**src/lsws_pkg.sv**
```systemverilog
package lsws_pkg;

    localparam int DATA_W   = 32;
    localparam int OP_W     = 3;
    localparam int STATUS_W = 2;
    localparam int FILL_W   = 5;

    localparam logic [OP_W-1:0] OP_PEEK   = 3'd0;
    localparam logic [OP_W-1:0] OP_PUSH   = 3'd1;
    localparam logic [OP_W-1:0] OP_POP    = 3'd2;
    localparam logic [OP_W-1:0] OP_SEARCH = 3'd3;
    localparam logic [OP_W-1:0] OP_CLEAR  = 3'd4;

    localparam logic [STATUS_W-1:0] ST_OK    = 2'd0;
    localparam logic [STATUS_W-1:0] ST_EMPTY = 2'd1;
    localparam logic [STATUS_W-1:0] ST_FULL  = 2'd2;

    typedef struct packed {
        logic                     push;
        logic                     pop;
        logic                     clear;
        logic                     search;
        logic signed [DATA_W-1:0] value;
    } cell_cmd_t;

endpackage

```
**src/lsws_cell.sv**
```systemverilog
module lsws_cell
    import lsws_pkg::*;
(
    input  logic                     aclk,
    input  logic                     aresetn,
    input  cell_cmd_t                cmd,
    input  logic signed [DATA_W-1:0] above_data,
    input  logic                     above_occ,
    input  logic signed [DATA_W-1:0] below_data,
    input  logic                     below_occ,
    output logic signed [DATA_W-1:0] data,
    output logic                     occ,
    output logic                     match
);

    logic signed [DATA_W-1:0] data_reg;
    logic signed [DATA_W-1:0] data_next;
    logic                     occ_reg;
    logic                     occ_next;
    logic                     match_reg;
    logic                     match_next;

    always_comb begin
        data_next  = data_reg;
        occ_next   = occ_reg;
        match_next = match_reg;
        if (cmd.search) begin
            match_next = occ_reg && (data_reg == cmd.value);
        end
        if (cmd.push) begin
            data_next = above_data;
            occ_next  = above_occ;
        end else if (cmd.pop) begin
            data_next = below_data;
            occ_next  = below_occ;
        end else if (cmd.clear) begin
            occ_next  = 1'b0;
        end
    end

    always_ff @(posedge aclk) begin
        if (!aresetn) begin
            occ_reg   <= 1'b0;
            match_reg <= 1'b0;
        end else begin
            occ_reg   <= occ_next;
            match_reg <= match_next;
        end
    end

    always_ff @(posedge aclk) begin
        data_reg <= data_next;
    end

    assign data  = data_reg;
    assign occ   = occ_reg;
    assign match = match_reg;

endmodule

```
**src/lifo_stack_with_search_top.sv**
```systemverilog
// Bounded LIFO stack of signed 32-bit words built as a row of STACK_DEPTH cells, with
// cell 0 holding the top word. A push shifts every word one cell deeper, a pop shifts
// every word one cell up, and a search compares all cells at once with one comparator
// per cell. An accepted transfer updates the cells; its result passes a pending register
// and then the output register. A new transfer is taken every cycle as long as the result
// side keeps up. fill_count shows the count modulo 32 when STACK_DEPTH exceeds 31.
module lifo_stack_with_search_top
    import lsws_pkg::*;
#(
    parameter int STACK_DEPTH = 16
)(
    input  logic                       aclk,
    input  logic                       aresetn,
    input  logic                       s_valid,
    output logic                       s_ready,
    input  logic [OP_W-1:0]            s_op,
    input  logic signed [DATA_W-1:0]   s_value,
    output logic                       m_valid,
    input  logic                       m_ready,
    output logic [STATUS_W-1:0]        m_status,
    output logic signed [DATA_W-1:0]   m_data_out,
    output logic                       m_found,
    output logic [FILL_W-1:0]          m_fill_count
);

    localparam int CNT_W = $clog2(STACK_DEPTH + 1);

    logic signed [DATA_W-1:0] cell_data [STACK_DEPTH];
    logic [STACK_DEPTH-1:0]   cell_occ;
    logic [STACK_DEPTH-1:0]   cell_match;
    cell_cmd_t                cmd;

    logic [CNT_W-1:0]         cnt_reg;
    logic [CNT_W-1:0]         cnt_next;
    logic                     pend_reg;
    logic [STATUS_W-1:0]      pend_status_reg;
    logic [STATUS_W-1:0]      pend_status_next;
    logic signed [DATA_W-1:0] pend_data_reg;
    logic signed [DATA_W-1:0] pend_data_next;
    logic                     pend_search_reg;
    logic [FILL_W-1:0]        pend_fill_reg;
    logic [CNT_W+FILL_W-1:0]  cnt_ext;

    logic                     m_valid_reg;
    logic [STATUS_W-1:0]      m_status_reg;
    logic signed [DATA_W-1:0] m_data_out_reg;
    logic                     m_found_reg;
    logic [FILL_W-1:0]        m_fill_count_reg;

    logic out_free;
    logic out_load;
    logic accept;
    logic empty;
    logic full;

    assign out_free = !m_valid_reg || m_ready;
    assign out_load = pend_reg && out_free;
    assign s_ready  = !pend_reg || out_free;
    assign accept   = s_valid && s_ready;
    assign empty    = (cnt_reg == '0);
    assign full     = (cnt_reg == CNT_W'(STACK_DEPTH));

    always_comb begin
        cmd.push   = accept && (s_op == OP_PUSH) && !full;
        cmd.pop    = accept && (s_op == OP_POP) && !empty;
        cmd.clear  = accept && (s_op == OP_CLEAR);
        cmd.search = accept && (s_op == OP_SEARCH);
        cmd.value  = s_value;

        cnt_next         = cnt_reg;
        pend_status_next = ST_OK;
        pend_data_next   = '0;
        case (s_op)
            OP_PEEK: begin
                if (empty) pend_status_next = ST_EMPTY;
                else       pend_data_next   = cell_data[0];
            end
            OP_PUSH: begin
                if (full) pend_status_next = ST_FULL;
                else      cnt_next         = cnt_reg + CNT_W'(1);
            end
            OP_POP: begin
                if (empty) begin
                    pend_status_next = ST_EMPTY;
                end else begin
                    pend_data_next = cell_data[0];
                    cnt_next       = cnt_reg - CNT_W'(1);
                end
            end
            OP_SEARCH: begin
                if (empty) pend_status_next = ST_EMPTY;
            end
            OP_CLEAR: begin
                if (empty) pend_status_next = ST_EMPTY;
                cnt_next = '0;
            end
            default: begin
                cnt_next = cnt_reg;
            end
        endcase
        cnt_ext = (CNT_W + FILL_W)'(cnt_next);
    end

    for (genvar i = 0; i < STACK_DEPTH; i++) begin : g_cell
        logic signed [DATA_W-1:0] above_data;
        logic                     above_occ;
        logic signed [DATA_W-1:0] below_data;
        logic                     below_occ;

        if (i == 0) begin : g_top
            assign above_data = s_value;
            assign above_occ  = 1'b1;
        end else begin : g_mid
            assign above_data = cell_data[i-1];
            assign above_occ  = cell_occ[i-1];
        end

        if (i == STACK_DEPTH - 1) begin : g_bottom
            assign below_data = '0;
            assign below_occ  = 1'b0;
        end else begin : g_inner
            assign below_data = cell_data[i+1];
            assign below_occ  = cell_occ[i+1];
        end

        lsws_cell u_cell (
            .aclk       (aclk),
            .aresetn    (aresetn),
            .cmd        (cmd),
            .above_data (above_data),
            .above_occ  (above_occ),
            .below_data (below_data),
            .below_occ  (below_occ),
            .data       (cell_data[i]),
            .occ        (cell_occ[i]),
            .match      (cell_match[i])
        );
    end

    always_ff @(posedge aclk) begin
        if (!aresetn) begin
            cnt_reg     <= '0;
            pend_reg    <= 1'b0;
            m_valid_reg <= 1'b0;
        end else begin
            if (accept) cnt_reg <= cnt_next;
            if (accept)        pend_reg <= 1'b1;
            else if (out_load) pend_reg <= 1'b0;
            if (out_load)      m_valid_reg <= 1'b1;
            else if (m_ready)  m_valid_reg <= 1'b0;
        end
    end

    always_ff @(posedge aclk) begin
        if (accept) begin
            pend_status_reg <= pend_status_next;
            pend_data_reg   <= pend_data_next;
            pend_search_reg <= (s_op == OP_SEARCH) && !empty;
            pend_fill_reg   <= cnt_ext[FILL_W-1:0];
        end
        if (out_load) begin
            m_status_reg     <= pend_status_reg;
            m_data_out_reg   <= pend_data_reg;
            m_found_reg      <= pend_search_reg && (|cell_match);
            m_fill_count_reg <= pend_fill_reg;
        end
    end

    assign m_valid      = m_valid_reg;
    assign m_status     = m_status_reg;
    assign m_data_out   = m_data_out_reg;
    assign m_found      = m_found_reg;
    assign m_fill_count = m_fill_count_reg;

endmodule

```
**config.mk**
```make
export PLATFORM = sky130hd
export DESIGN_NAME = lifo_stack_with_search_top
export DESIGN_NICKNAME = d
export VERILOG_FILES = /design/src/lsws_pkg.sv /design/src/lsws_cell.sv /design/src/lifo_stack_with_search_top.sv
export SDC_FILE = /design/constraint.sdc
export NUM_CORES = 1
export LEC_CHECK = 0
export ABC_AREA = 0
export BUFFER_PORTS_ARGS = -buffer_cell sky130_fd_sc_hd__buf_2
export CAP_MARGIN = 40
export CORE_ASPECT_RATIO = 2
export CORE_MARGIN = 1.5
export CORE_UTILIZATION = 55
export CTS_BUF_LIST = sky130_fd_sc_hd__clkbuf_16
export DETAILED_ROUTE_END_ITERATION = 6
export PLACE_DENSITY = 0.78
export RECOVER_POWER = 100
export SYNTH_ARGS = -nofsm -noshare
export SYNTH_HDL_FRONTEND = slang
export SYNTH_SLANG_ARGS = --single-unit
```
**constraint.sdc**
```tcl
create_clock -name aclk -period 15.1 [get_ports aclk]
set_input_delay 2.265 -clock aclk [delete_from_list [all_inputs] [get_ports aclk]]
set_output_delay 2.265 -clock aclk [all_outputs]
set_load 0.01 [all_outputs]
```
### Yosys cells after proc, flatten, opt, wreduce, memory -nomap -nowiden

Index checks and enable logic that the tools add are counted.

| word-level totals | value |
|---|---|
| flip-flop bits (word level) | 631 |

| cells by class | value |
|---|---|
| equal/unequal tests | 21 |
| muxes and demuxes | 75 |
| add/sub/neg operators | 2 |
| bitwise gates (word level) | 1 |
| reduce and logical (&&, ||, !) cells | 42 |

Operators with widths:

| operator | number |
|---|---|
| $mux W32 | 32 |
| $eq A32 B32 Y1 | 16 |
| $mux W1 | 38 |
| $logic_and A1 B1 Y1 | 26 |
| $reduce_or A16 Y1 | 1 |
| $pmux W5 S3 | 1 |
| $mux W5 | 2 |
| $eq A3 B2 Y1 const B | 2 |
| $reduce_bool A2 Y1 | 3 |
| $add A5 B1 Y5 const B | 1 |
| $eq A5 B5 Y1 const B | 1 |
| $logic_not A5 Y1 | 1 |
| $sub A5 B1 Y5 const B | 1 |
| $logic_not A1 Y1 | 4 |
| $pmux W2 S2 | 1 |
| $reduce_or A2 Y1 | 2 |
| $reduce_or A4 Y1 | 1 |
| $eq A3 B1 Y1 const B | 1 |
| $eq A3 B3 Y1 const B | 1 |
| $logic_not A3 Y1 | 1 |
| $reduce_bool A3 Y1 | 1 |
| $logic_or A1 B1 Y1 | 2 |
| $mux W2 | 1 |
| $not A1 Y1 | 1 |

### Longest topological paths before layout

| depth | value |
|---|---|
| depth in word-level cells | 8 |
| depth in mapped cells | 10 |
| depth with buffers taken out | 7 |

### Cells and area by module

Synthesis repeated with hierarchy kept, for this count alone.

| unflattened totals | value |
|---|---|
| cells, all modules | 2178 |
| area, all modules | 31950.6 um^2 |

By module, submodules not included:

| module | seq. area each (um^2) | times used | area each (um^2) | cells an instance |
|---|---|---|---|---|
| lsws_cell | 1001.0 | 16 | 1779.2 | 122 |
| lifo_stack_with_search_top | 2542.4 | 1 | 3483.3 | 226 |

### Worst setup path before layout

No wires, ideal clock.

| timing path | value |
|---|---|
| path type | input to register |
| from | input port m_ready |
| to | register g_cell[0].u_cell.data_reg[0], enable pin |
| library setup time | 0.943 ns |
| buffers on the path | 0 |
| stages | 4 |
| slack | -0.288 ns |
| required time | 14.157 ns |
| data arrival time | 14.446 ns |
| cells stage by stage | nand3b_4 -> nand2_4 -> inv_4 -> and2_1 |

| on the way | value |
|---|---|
| longest elaborated chain between the ends | 6 |

Ends and longest elaborated chain:

| what | RTL line | source |
|---|---|---|
| start, declared | lifo_stack_with_search_top.sv:19 | `input logic m_ready,` |
| $logic_or A1 B1 Y1 (*) | lifo_stack_with_search_top.sv:56 | `assign out_free = !m_valid_reg \|\| m_ready;` |
| $logic_or A1 B1 Y1 (*) | lifo_stack_with_search_top.sv:58 | `assign s_ready = !pend_reg \|\| out_free;` |
| $logic_and A1 B1 Y1 (*) | lifo_stack_with_search_top.sv:59 | `assign accept = s_valid && s_ready;` |
| via accept | lifo_stack_with_search_top.sv:52 | `logic accept;` |
| $logic_and A1 B1 Y1, on equally long branches (2 in series) | lifo_stack_with_search_top.sv:65, lifo_stack_with_search_top.sv:64 |  |
| $reduce_bool A2 Y1 (no source line) (*) | n/a |  |
| end signal, assigned | lsws_cell.sv:52 | `data_reg <= data_next;` |
| end, declared | lsws_cell.sv:16 | `logic signed [DATA_W-1:0] data_reg;` |

The timed path passes the listed nets; every way through them passes the cells marked *.
A chain may end at the register's enable or synchronous reset.

### Worst setup path in the final report

| timing path | value |
|---|---|
| from | input port m_ready |
| to | register g_cell[14].u_cell.data_reg[24], data pin |

| on the way | value |
|---|---|
| longest elaborated chain between the ends | 6 |

Ends and longest elaborated chain:

| what | RTL line | source |
|---|---|---|
| $logic_or A1 B1 Y1 | lifo_stack_with_search_top.sv:56 |  |
| $logic_or A1 B1 Y1 | lifo_stack_with_search_top.sv:58 |  |
| $logic_and A1 B1 Y1 | lifo_stack_with_search_top.sv:59 |  |
| via accept | lifo_stack_with_search_top.sv:52 |  |
| $logic_and A1 B1 Y1 (2 in series) | lifo_stack_with_search_top.sv:64 | `cmd.push = accept && (s_op == OP_PUSH) && !full;` |
| $mux W32 | lsws_cell.sv:30 | `if (cmd.push) begin` |
| via g_cell[14].u_cell.data_next[24] | lsws_cell.sv:17 | `logic signed [DATA_W-1:0] data_next;` |
| end signal, assigned | lsws_cell.sv:52 |  |
| end, declared | lsws_cell.sv:16 |  |

The timed path passes the listed nets, and every way through them passes these cells.

==> impl_metrics.ini <==
[grt]
grt_max_degree = 229
grt_overflow = 0
grt_pass1_vias = 21700
track_usage = 0.329
antenna_found_initial = 0
grt_first_pass_wirelength_um = 142000

[power_and_ir_drop]
swShare = 0.245
power_density_mw_per_mm2 = 110
switching_power_mw = 0.932
ir_worst_vdd_v = 0.0000949
power_leakage_nw = 13.2
p_comb_frac = 0.092
clockPowerShare = 0.377
pwr-share-seq = 0.531
p_int_mw = 2.87

[clock_network]
clk_pin_slew_ps = 70
clk_latency_ps = 600
cts_resized = 0
cts_buffer_depth = 3
cts_tree = yes
post-cts-setup-buffer-count = 0
holdBufCountCts = 0
cts.sinks = 631
cts_root_buffer = clkbuf_16
htree_levels = 2
numCtsBuffers = 52

[synth]
synth_warnings = 0
synth_largest_area_cell = edfxtp_1
yosysSeqAreaShare = 0.579
synth-async-reset-ratio = 0
synth_area_mm2 = 0.0321
synthCells = 3192
ys_types = 60
ys_seq_elements = 631
syn_avg_cell_area_um2 = 10.0
ys.flop_type = edfxtp_1
yosys.area.top_type_share = 0.554
synth_nets = 3233
synth_common_cells = nand2_1, edfxtp_1, xnor2_1, xor2_1, buf_2
synth_edf_count = 592
post-synth-top-count-cell = nand2_1
netlist_top_cells_area = edfxtp_1, nand2_1, xnor2_1

[detailed_routing]
num_vias = 22900
drtIter0Drc = 3239
drtPass1Iterations = 6
viasPerCell = 5.75
drc = 0
wl_per_cell_um = 24.8
ant_nets = 0
routed_wl_um = 98600

[run]
maxCapViolCount = 11

[cells_and_area]
layout-drive-gt1-share = 0.0467
design_area_mm2 = 0.0345
area_growth_pct = 7.65
largest_reg_flops = 512
n_fill_cell = 4780
fin_nets = 3216
n_antenna_cell = 0

[timing]
rsz0062_at_grt = no
slew_viol_final = 651
finalCritPeriodShare = 0.644
tightest_slew_ps = 3960
maxClockFrequency_ghz = 0.103
final_hold_viol_count = 0
min_period_ps = 9730
maxSlewHeadroom = -1.64
report.final.setup_viol = 0
fin_tns_setup_ps = 0
finClkSkew_ps = 15.9

[critical_path]
critPathArrivalTime_ps = 10190
crit_chain = buf_2 -> nand3b_1 -> nand2_1 -> clkinvlp_2 -> nand3_1 -> buf_4 -> clkbuf_1 -> buf_16 -> clkbuf_1 -> buf_16 -> nand2_1 -> nand2_1
path_common_cell = nand2_1
critPathMaxFanout = 82
crit_path_end_kind = flop
slowest_delay_ps = 1690
start_kind = primary input
cp.required_ps = 15560
critPathSlowestCell = clkinvlp_2
critical_path.top_delay_family = buffers and inverters
crit_type = primary input to flop
crit_buf_inv = 7

[placement]
dpl_cell_area_mm2 = 0.0329
place.gp.congestion = 0.948
dpl.hpwl_um = 68800
io_buffers = 80

[die]
coreArea_mm2 = 0.0579
row_count = 125
start_util = 0.554
dieArea_mm2 = 0.0598
dieWidth_um = 174
boundaryPins = 81
die_h_um = 344

[status]
status = complete, but fails checks
failed_checks = max-capacitance violations, max-slew violations

[worst_hold_path]
hp-class = flop to flop
-- cell type report --
type                       instances  area [um^2]  share of cell area
sequential                       631        18600               0.538
multi-input combinational       2355        12500               0.361
clock buffer                      53         1330              0.0384
tap                              762          953              0.0276
timing repair buffer             124          762              0.0221
clock inverter                    41          413              0.0120
inverter                          11         42.5             0.00123
-- layer usage --
metal,track usage,share of wire,vias to the layer above
met5,0,0,-
met4,0.380,0.14,0
met3,0.0451,0.055,347
met2,0.549,0.49,1146
met1,0.335,0.32,10900
li1,-,-,10500
-- through the flow --
| stage | cells | total power [mW] | utilization | hold WS, ps | worst slack [ps] |
|---|---|---|---|---|---|
| 2_1_floorplan | 3192 | 2.27 | - | 400 | 5460 |
| 3_3_place_gp | 3860 | 2.38 | 0.564 | 401 | 8270 |
| 3_5_place_dp | 3874 | 2.39 | 0.568 | 405 | 8700 |
| 4_1_cts | 3968 | 3.79 | 0.598 | 417 | 9320 |
| 5_1_grt | 3977 | 3.88 | 0.596 | 418 | 4730 |
| 6_report | 3977 | 3.80 | 0.596 | 419 | 5370 |
-- kinds of logic (layout without fill, tap and decap cells) --
family,count (synthesis),after routing,synth area share
adder cells (fa/ha/maj),2,2,0.000780
buffers and inverters,206,229,0.0327
AO/OA/AOI/OAI,86,86,0.0190
flip-flops,631,631,0.579
AND/OR/NAND/NOR,1755,1755,0.229
XOR/XNOR,512,512,0.140
-- placed cells by master, fill, tap and decap left out, drive strengths merged, types with 7 or more instances in the layout --
master   netlist  routed
xnor2        273     273
edfxtp       592     592
dfxtp         39      39
inv           11      18
and2          67      67
nand4         96      96
bufinv         0       9
nor2          14      14
clkinv         0      21
a22oi         16      16
nand3          7       7
buf          145      62
nand2       1459    1459
nor4          68      68
o21ai         26      26
nor3          21      21
xor2         239     239
o2bb2ai       14      14
clkbuf        50     114
-- final timing paths --
check                                       from                          to  slack, ps  cells past startpoint
worst max-delay path                     m_ready  g_cell[14].u_cell.data[24]       5370                     12
worst min-delay path            pend_fill_reg[3]             m_fill_count[3]        420                      0
worst min register to register  pend_fill_reg[3]             m_fill_count[3]        420                      0
worst max register to register           m_valid  g_cell[14].u_cell.data[24]       6760                     11
-- power by group through the flow --
stage | clock network [mW] | logic (mW) | registers (mW)
after CTS | 1.44 | 0.337 | 2.01
after global placement | 0 | 0.324 | 2.05
after floorplan | 0 | 0.215 | 2.05
after detailed placement | 0 | 0.335 | 2.05
final | 1.43 | 0.350 | 2.02
after global routing | 1.50 | 0.366 | 2.02
Note: power is estimated with default switching activity, not from simulation.
